===== config.mk =====
export PLATFORM = sky130hd
export DESIGN_NAME = bresenham_line_stepper
export DESIGN_NICKNAME = d
export VERILOG_FILES = /design/src/hdl/bls_pkg.sv /design/src/hdl/bls_front.sv /design/src/hdl/bls_queue.sv /design/src/hdl/bls_back.sv /design/src/hdl/bresenham_line_stepper.sv
export VERILOG_INCLUDE_DIRS = /design/src /design/src/hdl
export SDC_FILE = /design/constraint.sdc
export NUM_CORES = 1
export LEC_CHECK = 0
export BUFFER_PORTS_ARGS = -buffer_cell sky130_fd_sc_hd__buf_2
export CORE_MARGIN = 4
export CORE_UTILIZATION = 50
export CTS_BUF_LIST = sky130_fd_sc_hd__clkbuf_4
export CTS_CLUSTER_SIZE = 28
export DETAILED_ROUTE_END_ITERATION = 16
export PLACE_DENSITY_LB_ADDON = 0.1
export SKIP_LAST_GASP = 1
export SYNTH_ARGS = -nofsm -noshare
export SYNTH_HDL_FRONTEND = slang
export SYNTH_HIERARCHICAL = 1
export SYNTH_SLANG_ARGS = --single-unit

===== constraint.sdc =====
create_clock -name clk -period 7.6 [get_ports clk]
set_clock_uncertainty 0.1 [all_clocks]
set_input_delay 0.76 -clock clk [delete_from_list [all_inputs] [get_ports clk]]
set_output_delay 0.76 -clock clk [all_outputs]
set_load 0.01 [all_outputs]

===== src/hdl/bresenham_line_stepper_defines.svh =====
// Assertion macros shared by the line stepper modules.
`ifndef BRESENHAM_LINE_STEPPER_DEFINES_SVH
`define BRESENHAM_LINE_STEPPER_DEFINES_SVH

// Check a consequence in the same cycle as its antecedent.
`define BLS_ASSERT_NOW(label, ante, cons, msg) \
	label: assert property (@(posedge clk) disable iff (!arst_n) (ante) |-> (cons)) \
		else $error(msg);

// Check a consequence in the cycle after its antecedent.
`define BLS_ASSERT_NEXT(label, ante, cons, msg) \
	label: assert property (@(posedge clk) disable iff (!arst_n) (ante) |=> (cons)) \
		else $error(msg);

`endif


===== src/hdl/bls_pkg.sv =====
// Shared constants, codes and types of the line stepper.
package bls_pkg;

	localparam int COORD_BITS_DEF  = 12;
	localparam int QUEUE_DEPTH_DEF = 4;
	localparam int SCALE_W         = 4;
	localparam int OFFSET_W        = 13;
	localparam int PIX_W           = 17;
	localparam int CFG_IDX_W       = 2;
	localparam int MODE_W          = 2;

	// Request opcodes
	localparam logic OP_LOAD = 1'b0;
	localparam logic OP_STEP = 1'b1;

	// Walk modes
	localparam logic [MODE_W-1:0] MODE_SHALLOW     = 2'd0;
	localparam logic [MODE_W-1:0] MODE_STEEP       = 2'd1;
	localparam logic [MODE_W-1:0] MODE_SHALLOW_NEG = 2'd2;
	localparam logic [MODE_W-1:0] MODE_STEEP_NEG   = 2'd3;

	// Configuration register indexes
	localparam logic [CFG_IDX_W-1:0] CFG_SCALE_X  = 2'd0;
	localparam logic [CFG_IDX_W-1:0] CFG_SCALE_Y  = 2'd1;
	localparam logic [CFG_IDX_W-1:0] CFG_OFFSET_X = 2'd2;
	localparam logic [CFG_IDX_W-1:0] CFG_OFFSET_Y = 2'd3;

	localparam logic [SCALE_W-1:0]         SCALE_X_RST  = 4'd2;
	localparam logic [SCALE_W-1:0]         SCALE_Y_RST  = 4'd2;
	localparam logic signed [OFFSET_W-1:0] OFFSET_X_RST = 13'sd100;
	localparam logic signed [OFFSET_W-1:0] OFFSET_Y_RST = 13'sd200;

	localparam logic signed [PIX_W-1:0] PIX_MAX = 17'sh0FFFF;
	localparam logic signed [PIX_W-1:0] PIX_MIN = 17'sh10000;

	typedef struct packed {
		logic [SCALE_W-1:0]         scale_x;
		logic [SCALE_W-1:0]         scale_y;
		logic signed [OFFSET_W-1:0] offset_x;
		logic signed [OFFSET_W-1:0] offset_y;
	} cfg_t;

endpackage


===== src/hdl/bls_front.sv =====
// Front end: register requests, classify the walk mode, set up the decision terms.
module bls_front #(
	parameter int COORD_BITS = bls_pkg::COORD_BITS_DEF
) (
	input  logic                                   clk,
	input  logic                                   arst_n,
	input  logic                                   in_valid,
	output logic                                   in_ready,
	input  logic                                   op,
	input  logic signed [COORD_BITS-1:0]           x_start,
	input  logic signed [COORD_BITS-1:0]           y_start,
	input  logic signed [COORD_BITS-1:0]           x_end,
	input  logic signed [COORD_BITS-1:0]           y_end,
	input  logic                                   q_full,
	output logic                                   q_push,
	output logic                                   cmd_op,
	output logic [bls_pkg::MODE_W-1:0]             cmd_mode,
	output logic signed [COORD_BITS:0]             cmd_major,
	output logic signed [COORD_BITS+1:0]           cmd_minor,
	output logic signed [COORD_BITS:0]             cmd_limit,
	output logic signed [COORD_BITS+3:0]           cmd_decision,
	output logic signed [COORD_BITS+3:0]           cmd_diag,
	output logic signed [COORD_BITS+3:0]           cmd_straight
);

	localparam int C  = COORD_BITS;
	localparam int DW = COORD_BITS + 4;

	logic                v_s1, op_s1;
	logic signed [C-1:0] xs_s1, ys_s1, xe_s1, ye_s1;
	logic                v_s2, op_s2;
	logic [bls_pkg::MODE_W-1:0] mode_s2;
	logic signed [C:0]   a0_s2, a1_s2, b0_s2, b1_s2;

	logic ready_s1, ready_s2;

	logic signed [C:0] xs_e, ys_e, xe_e, ye_e, ddx, ddy;
	logic [C:0]        adx, ady;
	logic              pos_x, pos_y;
	logic [bls_pkg::MODE_W-1:0] mode_c;
	logic signed [C:0] a0_c, a1_c, b0_c, b1_c;

	logic              swap;
	logic signed [C:0] lo_a, hi_a, lo_b, hi_b;
	logic signed [C+1:0] dx, dy;
	logic signed [DW-1:0] dx_w, dy_w, dd_w;

	assign ready_s2 = !v_s2 || !q_full;
	assign ready_s1 = !v_s1 || ready_s2;
	assign in_ready = ready_s1;
	assign q_push   = v_s2 && !q_full;

	// Stage 1 classification
	always_comb begin
		xs_e  = {xs_s1[C-1], xs_s1};
		ys_e  = {ys_s1[C-1], ys_s1};
		xe_e  = {xe_s1[C-1], xe_s1};
		ye_e  = {ye_s1[C-1], ye_s1};
		ddx   = xe_e - xs_e;
		ddy   = ye_e - ys_e;
		adx   = ddx[C] ? -ddx : ddx;
		ady   = ddy[C] ? -ddy : ddy;
		pos_x = !ddx[C] && (ddx != '0);
		pos_y = !ddy[C] && (ddy != '0);
		if (ddx == '0) begin
			mode_c = bls_pkg::MODE_STEEP;
		end else if (ddy == '0) begin
			mode_c = bls_pkg::MODE_SHALLOW;
		end else if (pos_x == pos_y) begin
			mode_c = (ady > adx) ? bls_pkg::MODE_STEEP : bls_pkg::MODE_SHALLOW;
		end else begin
			mode_c = (ady >= adx) ? bls_pkg::MODE_STEEP_NEG : bls_pkg::MODE_SHALLOW_NEG;
		end
		case (mode_c)
			bls_pkg::MODE_SHALLOW: begin
				a0_c = xs_e; b0_c = ys_e; a1_c = xe_e; b1_c = ye_e;
			end
			bls_pkg::MODE_STEEP: begin
				a0_c = ys_e; b0_c = xs_e; a1_c = ye_e; b1_c = xe_e;
			end
			bls_pkg::MODE_SHALLOW_NEG: begin
				a0_c = xs_e; b0_c = -ys_e; a1_c = xe_e; b1_c = -ye_e;
			end
			default: begin
				a0_c = ys_e; b0_c = -xs_e; a1_c = ye_e; b1_c = -xe_e;
			end
		endcase
	end

	// Stage 2 ordering and decision terms
	always_comb begin
		swap = a0_s2 > a1_s2;
		lo_a = swap ? a1_s2 : a0_s2;
		hi_a = swap ? a0_s2 : a1_s2;
		lo_b = swap ? b1_s2 : b0_s2;
		hi_b = swap ? b0_s2 : b1_s2;
		dx   = {hi_a[C], hi_a} - {lo_a[C], lo_a};
		dy   = {hi_b[C], hi_b} - {lo_b[C], lo_b};
		dx_w = {{2{dx[C+1]}}, dx};
		dy_w = {{2{dy[C+1]}}, dy};
		dd_w = dy_w - dx_w;
	end

	assign cmd_op       = op_s2;
	assign cmd_mode     = mode_s2;
	assign cmd_major    = lo_a;
	assign cmd_minor    = {lo_b[C], lo_b};
	assign cmd_limit    = hi_a;
	assign cmd_straight = {dy_w[DW-2:0], 1'b0};
	assign cmd_diag     = {dd_w[DW-2:0], 1'b0};
	assign cmd_decision = {dy_w[DW-2:0], 1'b0} - dx_w;

	always_ff @(posedge clk or negedge arst_n) begin
		if (!arst_n) begin
			v_s1 <= 1'b0;
			v_s2 <= 1'b0;
		end else begin
			if (ready_s1) begin
				v_s1 <= in_valid;
			end
			if (ready_s2) begin
				v_s2 <= v_s1;
			end
		end
	end

	always_ff @(posedge clk) begin
		if (in_valid && ready_s1) begin
			op_s1 <= op;
			xs_s1 <= x_start;
			ys_s1 <= y_start;
			xe_s1 <= x_end;
			ye_s1 <= y_end;
		end
		if (v_s1 && ready_s2) begin
			op_s2   <= op_s1;
			mode_s2 <= mode_c;
			a0_s2   <= a0_c;
			a1_s2   <= a1_c;
			b0_s2   <= b0_c;
			b1_s2   <= b1_c;
		end
	end

endmodule


===== src/hdl/bls_queue.sv =====
// Small register queue between the front end and the walker.
`include "bresenham_line_stepper_defines.svh"

module bls_queue #(
	parameter int WIDTH = 8,
	parameter int DEPTH = bls_pkg::QUEUE_DEPTH_DEF
) (
	input  logic             clk,
	input  logic             arst_n,
	input  logic             push,
	input  logic [WIDTH-1:0] wdata,
	output logic             full,
	input  logic             pop,
	output logic             not_empty,
	output logic [WIDTH-1:0] rdata
);

	localparam int PTR_W = $clog2(DEPTH);
	localparam int CNT_W = $clog2(DEPTH + 1);

	logic [WIDTH-1:0] mem_q [DEPTH];
	logic [PTR_W-1:0] wr_ptr_q, rd_ptr_q;
	logic [CNT_W-1:0] count_q;

	assign full      = count_q == CNT_W'(DEPTH);
	assign not_empty = count_q != '0;
	assign rdata     = mem_q[rd_ptr_q];

	always_ff @(posedge clk or negedge arst_n) begin
		if (!arst_n) begin
			wr_ptr_q <= '0;
			rd_ptr_q <= '0;
			count_q  <= '0;
		end else begin
			if (push) begin
				wr_ptr_q <= (wr_ptr_q == PTR_W'(DEPTH - 1)) ? '0 : wr_ptr_q + 1'b1;
			end
			if (pop) begin
				rd_ptr_q <= (rd_ptr_q == PTR_W'(DEPTH - 1)) ? '0 : rd_ptr_q + 1'b1;
			end
			if (push && !pop) begin
				count_q <= count_q + 1'b1;
			end else if (pop && !push) begin
				count_q <= count_q - 1'b1;
			end
		end
	end

	always_ff @(posedge clk) begin
		if (push) begin
			mem_q[wr_ptr_q] <= wdata;
		end
	end

	`BLS_ASSERT_NOW(a_no_push_full, full, !push, "queue written while full")
	`BLS_ASSERT_NEXT(a_count_up, push && !pop, count_q == $past(count_q) + 1'b1, "queue count did not advance")

endmodule


===== src/hdl/bls_back.sv =====
// Back end: walk the active segment and emit transformed, saturated pixels.
`include "bresenham_line_stepper_defines.svh"

module bls_back #(
	parameter int COORD_BITS = bls_pkg::COORD_BITS_DEF
) (
	input  logic                                clk,
	input  logic                                arst_n,
	input  bls_pkg::cfg_t                       cfg,
	input  logic                                q_valid,
	output logic                                q_pop,
	input  logic                                cmd_op,
	input  logic [bls_pkg::MODE_W-1:0]          cmd_mode,
	input  logic signed [COORD_BITS:0]          cmd_major,
	input  logic signed [COORD_BITS+1:0]        cmd_minor,
	input  logic signed [COORD_BITS:0]          cmd_limit,
	input  logic signed [COORD_BITS+3:0]        cmd_decision,
	input  logic signed [COORD_BITS+3:0]        cmd_diag,
	input  logic signed [COORD_BITS+3:0]        cmd_straight,
	output logic                                out_valid,
	input  logic                                out_ready,
	output logic signed [bls_pkg::PIX_W-1:0]    pixel_x,
	output logic signed [bls_pkg::PIX_W-1:0]    pixel_y,
	output logic                                last_pixel
);

	localparam int C   = COORD_BITS;
	localparam int DW  = COORD_BITS + 4;
	localparam int PXW = COORD_BITS + 3;
	localparam int PRW = PXW + bls_pkg::SCALE_W + 1;
	localparam int SW  = (PRW + 1 > bls_pkg::PIX_W + 1) ? PRW + 1 : bls_pkg::PIX_W + 1;
	localparam logic signed [SW-1:0] SAT_HI = SW'(bls_pkg::PIX_MAX);
	localparam logic signed [SW-1:0] SAT_LO = SW'(bls_pkg::PIX_MIN);

	logic signed [C:0]    major_q, limit_q;
	logic signed [C+1:0]  minor_q;
	logic signed [DW-1:0] dec_q, diag_q, straight_q;
	logic [bls_pkg::MODE_W-1:0] mode_q;
	logic                 active_q, out_valid_q, last_q;
	logic signed [bls_pkg::PIX_W-1:0] pixel_x_q, pixel_y_q;

	logic                 out_free, emit, last_c, dec_pos;
	logic signed [PXW-1:0] major_x, minor_x, px, py;
	logic signed [PRW-1:0] prod_x, prod_y;
	logic signed [SW-1:0]  sum_x, sum_y;

	function automatic logic signed [bls_pkg::PIX_W-1:0] sat_pix(
		input logic signed [SW-1:0] v
	);
		logic signed [bls_pkg::PIX_W-1:0] r;
		if (v > SAT_HI) begin
			r = bls_pkg::PIX_MAX;
		end else if (v < SAT_LO) begin
			r = bls_pkg::PIX_MIN;
		end else begin
			r = v[bls_pkg::PIX_W-1:0];
		end
		return r;
	endfunction

	assign out_free = !out_valid_q || out_ready;
	assign q_pop    = q_valid && (cmd_op == bls_pkg::OP_LOAD || !active_q || out_free);
	assign emit     = q_pop && cmd_op == bls_pkg::OP_STEP && active_q;
	assign last_c   = major_q >= limit_q;
	assign dec_pos  = !dec_q[DW-1] && (dec_q != '0);

	// Map the walk frame back to screen axes
	always_comb begin
		major_x = {{2{major_q[C]}}, major_q};
		minor_x = {minor_q[C+1], minor_q};
		case (mode_q)
			bls_pkg::MODE_SHALLOW: begin
				px = major_x; py = minor_x;
			end
			bls_pkg::MODE_STEEP: begin
				px = minor_x; py = major_x;
			end
			bls_pkg::MODE_SHALLOW_NEG: begin
				px = major_x; py = -minor_x;
			end
			default: begin
				px = -minor_x; py = major_x;
			end
		endcase
		prod_x = px * $signed({1'b0, cfg.scale_x});
		prod_y = py * $signed({1'b0, cfg.scale_y});
		sum_x  = $signed({{(SW-PRW){prod_x[PRW-1]}}, prod_x})
			+ $signed({{(SW-bls_pkg::OFFSET_W){cfg.offset_x[bls_pkg::OFFSET_W-1]}}, cfg.offset_x});
		sum_y  = $signed({{(SW-PRW){prod_y[PRW-1]}}, prod_y})
			+ $signed({{(SW-bls_pkg::OFFSET_W){cfg.offset_y[bls_pkg::OFFSET_W-1]}}, cfg.offset_y});
	end

	always_ff @(posedge clk or negedge arst_n) begin
		if (!arst_n) begin
			major_q     <= '0;
			minor_q     <= '0;
			limit_q     <= '0;
			dec_q       <= '0;
			diag_q      <= '0;
			straight_q  <= '0;
			mode_q      <= bls_pkg::MODE_SHALLOW;
			active_q    <= 1'b0;
			out_valid_q <= 1'b0;
		end else begin
			if (q_pop && cmd_op == bls_pkg::OP_LOAD) begin
				major_q    <= cmd_major;
				minor_q    <= cmd_minor;
				limit_q    <= cmd_limit;
				dec_q      <= cmd_decision;
				diag_q     <= cmd_diag;
				straight_q <= cmd_straight;
				mode_q     <= cmd_mode;
				active_q   <= 1'b1;
			end else if (emit) begin
				if (dec_pos) begin
					minor_q <= minor_q + 1'b1;
					dec_q   <= dec_q + diag_q;
				end else begin
					dec_q   <= dec_q + straight_q;
				end
				major_q <= major_q + 1'b1;
				if (last_c) begin
					active_q <= 1'b0;
				end
			end
			if (emit) begin
				out_valid_q <= 1'b1;
			end else if (out_ready) begin
				out_valid_q <= 1'b0;
			end
		end
	end

	always_ff @(posedge clk) begin
		if (emit) begin
			pixel_x_q <= sat_pix(sum_x);
			pixel_y_q <= sat_pix(sum_y);
			last_q    <= last_c;
		end
	end

	assign out_valid  = out_valid_q;
	assign pixel_x    = pixel_x_q;
	assign pixel_y    = pixel_y_q;
	assign last_pixel = last_q;

	`BLS_ASSERT_NEXT(a_last_ends, emit && last_c, !active_q, "segment still active after last pixel")
	`BLS_ASSERT_NEXT(a_load_arms, q_pop && cmd_op == bls_pkg::OP_LOAD, active_q, "load did not arm segment")

endmodule


===== src/hdl/bresenham_line_stepper.sv =====
// A step request passes the two front-end stages and the queue; the walker registers its pixel onto out_valid.
// Throughput: one request per clock; the walker retires one each cycle unless the output stalls.
// Load requests give no pixel; steps with no active segment give no pixel.
// Stalls on the output side back up through a four-entry request queue.
// Reset (arst_n low, asynchronous) clears the pipeline, the queue and the walker,
// and restores scale 2,2 and offset 100,200.
module bresenham_line_stepper #(
	parameter int COORD_BITS  = bls_pkg::COORD_BITS_DEF,
	parameter int QUEUE_DEPTH = bls_pkg::QUEUE_DEPTH_DEF
) (
	input  logic                                clk,
	input  logic                                arst_n,
	input  logic                                cfg_we,
	input  logic [bls_pkg::CFG_IDX_W-1:0]       cfg_index,
	input  logic [bls_pkg::OFFSET_W-1:0]        cfg_data,
	input  logic                                in_valid,
	output logic                                in_ready,
	input  logic                                op,
	input  logic signed [COORD_BITS-1:0]        x_start,
	input  logic signed [COORD_BITS-1:0]        y_start,
	input  logic signed [COORD_BITS-1:0]        x_end,
	input  logic signed [COORD_BITS-1:0]        y_end,
	output logic                                out_valid,
	input  logic                                out_ready,
	output logic signed [bls_pkg::PIX_W-1:0]    pixel_x,
	output logic signed [bls_pkg::PIX_W-1:0]    pixel_y,
	output logic                                last_pixel
);

	localparam int C  = COORD_BITS;
	localparam int DW = COORD_BITS + 4;
	localparam int MW = bls_pkg::MODE_W;
	// Queue entry: op, mode, major, minor, limit, decision, diagonal, straight
	localparam int QW = 1 + MW + (C + 1) + (C + 2) + (C + 1) + 3 * DW;

	bls_pkg::cfg_t cfg_q;

	// Front-end request, already classified
	logic                 f_push, q_full, q_not_empty, q_pop;
	logic                 f_op, b_op;
	logic [MW-1:0]        f_mode, b_mode;
	logic signed [C:0]    f_major, f_limit, b_major, b_limit;
	logic signed [C+1:0]  f_minor, b_minor;
	logic signed [DW-1:0] f_dec, f_diag, f_str, b_dec, b_diag, b_str;
	logic [QW-1:0]        q_wdata, q_rdata;

	// Configuration registers; the user must write them only while the block is idle (not enforced by the block)
	always_ff @(posedge clk or negedge arst_n) begin
		if (!arst_n) begin
			cfg_q.scale_x  <= bls_pkg::SCALE_X_RST;
			cfg_q.scale_y  <= bls_pkg::SCALE_Y_RST;
			cfg_q.offset_x <= bls_pkg::OFFSET_X_RST;
			cfg_q.offset_y <= bls_pkg::OFFSET_Y_RST;
		end else if (cfg_we) begin
			case (cfg_index)
				bls_pkg::CFG_SCALE_X:  cfg_q.scale_x  <= cfg_data[bls_pkg::SCALE_W-1:0];
				bls_pkg::CFG_SCALE_Y:  cfg_q.scale_y  <= cfg_data[bls_pkg::SCALE_W-1:0];
				bls_pkg::CFG_OFFSET_X: cfg_q.offset_x <= cfg_data;
				bls_pkg::CFG_OFFSET_Y: cfg_q.offset_y <= cfg_data;
				default: ;
			endcase
		end
	end

	// Front end: two stages, classify the octant then order endpoints and
	// build the Bresenham increments. It stalls only when the queue is full.
	bls_front #(
		.COORD_BITS(COORD_BITS)
	) u_front (
		.clk         (clk),
		.arst_n      (arst_n),
		.in_valid    (in_valid),
		.in_ready    (in_ready),
		.op          (op),
		.x_start     (x_start),
		.y_start     (y_start),
		.x_end       (x_end),
		.y_end       (y_end),
		.q_full      (q_full),
		.q_push      (f_push),
		.cmd_op      (f_op),
		.cmd_mode    (f_mode),
		.cmd_major   (f_major),
		.cmd_minor   (f_minor),
		.cmd_limit   (f_limit),
		.cmd_decision(f_dec),
		.cmd_diag    (f_diag),
		.cmd_straight(f_str)
	);

	assign q_wdata = {f_op, f_mode, f_major, f_minor, f_limit, f_dec, f_diag, f_str};

	// Queue decouples classification from the walker so either side can hold
	bls_queue #(
		.WIDTH(QW),
		.DEPTH(QUEUE_DEPTH)
	) u_queue (
		.clk      (clk),
		.arst_n   (arst_n),
		.push     (f_push),
		.wdata    (q_wdata),
		.full     (q_full),
		.pop      (q_pop),
		.not_empty(q_not_empty),
		.rdata    (q_rdata)
	);

	assign {b_op, b_mode, b_major, b_minor, b_limit, b_dec, b_diag, b_str} = q_rdata;

	// Back end: loads replace the segment, steps on an active segment emit one pixel and advance
	bls_back #(
		.COORD_BITS(COORD_BITS)
	) u_back (
		.clk         (clk),
		.arst_n      (arst_n),
		.cfg         (cfg_q),
		.q_valid     (q_not_empty),
		.q_pop       (q_pop),
		.cmd_op      (b_op),
		.cmd_mode    (b_mode),
		.cmd_major   (b_major),
		.cmd_minor   (b_minor),
		.cmd_limit   (b_limit),
		.cmd_decision(b_dec),
		.cmd_diag    (b_diag),
		.cmd_straight(b_str),
		.out_valid   (out_valid),
		.out_ready   (out_ready),
		.pixel_x     (pixel_x),
		.pixel_y     (pixel_y),
		.last_pixel  (last_pixel)
	);

endmodule

==> results.yml <==
final_layout:
  nNetsFinal: 3871
  final_common_cell: "edfxtp_1"
  multi_input_area_um2: 17800
  drive_gt1_frac: 0.186
  n_fill_cell: 6402
  seqCellArea_um2: 18400
  area_growth_pct: 11.0
  final_cell_mix: "501 x edfxtp_1, 328 x nand2_1, 319 x inv_1"
global_routing:
  grt_util_all_layers: 0.234
  overflow: 0
  grt_pass1_wl_um: 148000
  grt_max_degree: 102
  antenna_found_initial: 4
  grt_pass1_vias: 26900
detailed_routing:
  ant_nets: 0
  remaining_drc_errors: 0
  vias_per_cell: 5.61
  num_vias: 25800
  dr.pass1.iters: 6
  wl_per_cell_um: 20.3
  drt_wl_total_um: 93500
  drt_iter0_drc: 1769
yosys:
  ys_async_sr_fraction: 0.212
  seq_area_frac_synth: 0.484
  ys_ff_latch: 636
  synth_area_leader_cell: "edfxtp_1"
  synth_ff_type: "edfxtp_1"
  yosysUniqueCellTypes: 119
  synth_edf_count: 501
  syn_area_um2: 38000
  synthTopCellsByArea: "edfxtp_1 40%, dfrtp_1 8.4%, ha_1 6.6%"
  netlist_instances: 3243
  yosysTopAreaCellShare: 0.395
  synth.avg_cell_area_um2: 11.7
  yosys_warnings: 6
critical_path:
  cp-start-kind: "register"
  crit_type: "reg -> reg"
  rr_worst_depth: 21
  required_ps: 8190
  crit_fanout: 16
  r2r_setup_slack_ps: 710
  cp.arrival_ps: 7480
  worst_setup_path_end_kind: "register"
timing:
  final.setup.tns_ps: 0
  fin_crit_sh: 0.907
  slew_headroom: 0.0951
  tightest_slew_ps: 1340
  fmax_mhz: 145
  drv_slew: 0
  hold_viol_final: 0
  setup_violations: 0
  rsz0062_at_grt: "false"
  whs_ps: 139
  finalCriticalPeriod_ps: 6890
  setup_slack_ps: 707
clocking:
  numClockSinks: 636
  clockRootBuffer: "clkbuf_4"
  cts_max_path_buffers: 3
  post_cts_resized: 0
  cts_tree: "done"
  htree_num_levels: 4
  clk_pin_slew_ps: 70
  insertion_delay_ps: 1000
  cts_made_buffers: 169
die:
  fp.dieW_um: 284
  io_pins: 106
  initial_core_util: 0.508
  core_area_um2: 74900
  die-height_um: 284
  fp-row-count: 100
  die_area_um2: 80600
place:
  dpl.hpwl_um: 67000
  pre_cts_slack_ps: 707
  port-buffer-count: 105
  globalplace.congestion: 0.888
run:
  cap_violations: 0
min_path:
  min_path_type: "in -> reg"
  worstHoldPathCells: 3
status:
  status: "complete, no violations"
-- synth_stat cells (all sizes together) (7+ instances only) --
library cell	instances
or3	27
nor2b	74
nand2	329
and2	74
o211ai	12
nor4	13
xor2	67
mux2	70
inv	321
fa	100
xnor2	99
a211oi	18
o21ai	206
a31oi	22
a21o	56
nand4	11
nand3	44
o31ai	16
nor3	38
or2	11
o21bai	14
o41ai	8
ha	201
a21oi	148
dfstp	8
and4	7
nand2b	32
nor2	161
o21a	24
a21boi	11
mux4	91
maj3	9
and3	23
buf	62
dfrtp	127
a211o	7
edfxtp	501
clkbuf	61
mux2i	29
o22ai	17
-- metal layers --
layer  wire length, um  GRT usage
met1             38200      0.285
met2             47500      0.411
met3              4200     0.0414
met4              3640     0.0987
met5                 0          0
-- state kept, by name, indices dropped and copies added (netlist names), 13 cells and up --
name               cells
u_front/b1_s2         13
u_back/straight_q     16
u_back/pixel_x        17
cfg_q                 34
u_back/minor_q        14
u_back/limit_q        13
u_back/pixel_y        17
u_queue/mem_q        364
u_back/diag_q         16
u_back/major_q        13
u_back/dec_q          16
u_front/b0_s2         13
-- stage by stage --
stage	std cells	utilization	cell area, um^2
2_1_floorplan	3244	-	38100
3_3_place_gp	4235	0.527	39500
3_5_place_dp	4235	0.527	39500
4_1_cts	4602	0.563	42200
5_1_grt	4605	0.563	42200
6_report	4607	0.563	42200
-- cell type report --
class / count / share of cell area
well taps: 969 / 0.0287
multi-input cells: 2164 / 0.421
repair buffers: 209 / 0.0349
clock buffers: 236 / 0.0420
clock inverters: 67 / 0.00767
flip-flops and latches: 636 / 0.437
diodes: 5 / 0.000296
inverters: 321 / 0.0285
-- worst paths after layout --
kind,from,to
worst max-delay path,u_back/minor_q[3],u_back/pixel_x[4]
worst min-delay path,cfg_index[0],cfg_q[33]
worst max register to register,u_back/minor_q[3],u_back/pixel_x[4]
worst min register to register,u_front/op_s1,u_front/cmd_op
max in group asynchronous,arst_n,u_back/diag_q[7]
min in group asynchronous,arst_n,cfg_q[16]
-- critical path, stage by stage (launching register included) --
cell and delay [ps]:
dfrtp_1 450, or4_1 550, or2_2 330, o31ai_1 320, xnor2_1 140, mux2i_1 560
nor2b_1 140, fa_1 500, fa_1 490, inv_1 50, fa_1 520, inv_1 40
ha_1 360, a21oi_1 160, o21ai_0 90, a21oi_1 180, o221ai_2 140, o31a_1 320
nand4b_2 120, o221ai_2 150, o31ai_4 700, o21ai_0 190
-- cell families after synthesis --
family          after synthesis  synth area share
mux                         190            0.0833
fa+ha+maj                   310             0.121
buf+inv                     444            0.0496
compound gates              630             0.111
simple gates                866             0.112
flops                       636             0.484
other cells                   1         0.0000986
xor+xnor                    166            0.0382
-- repair_timing --
item                      in CTS  in global routing
hold buffers                  64                  0
hold endpoints to repair     154                  0
buffers inserted               0                  0
Power is not shown: default switching activity piles up to over one toggle a cycle in this logic, so the estimate is an artifact.
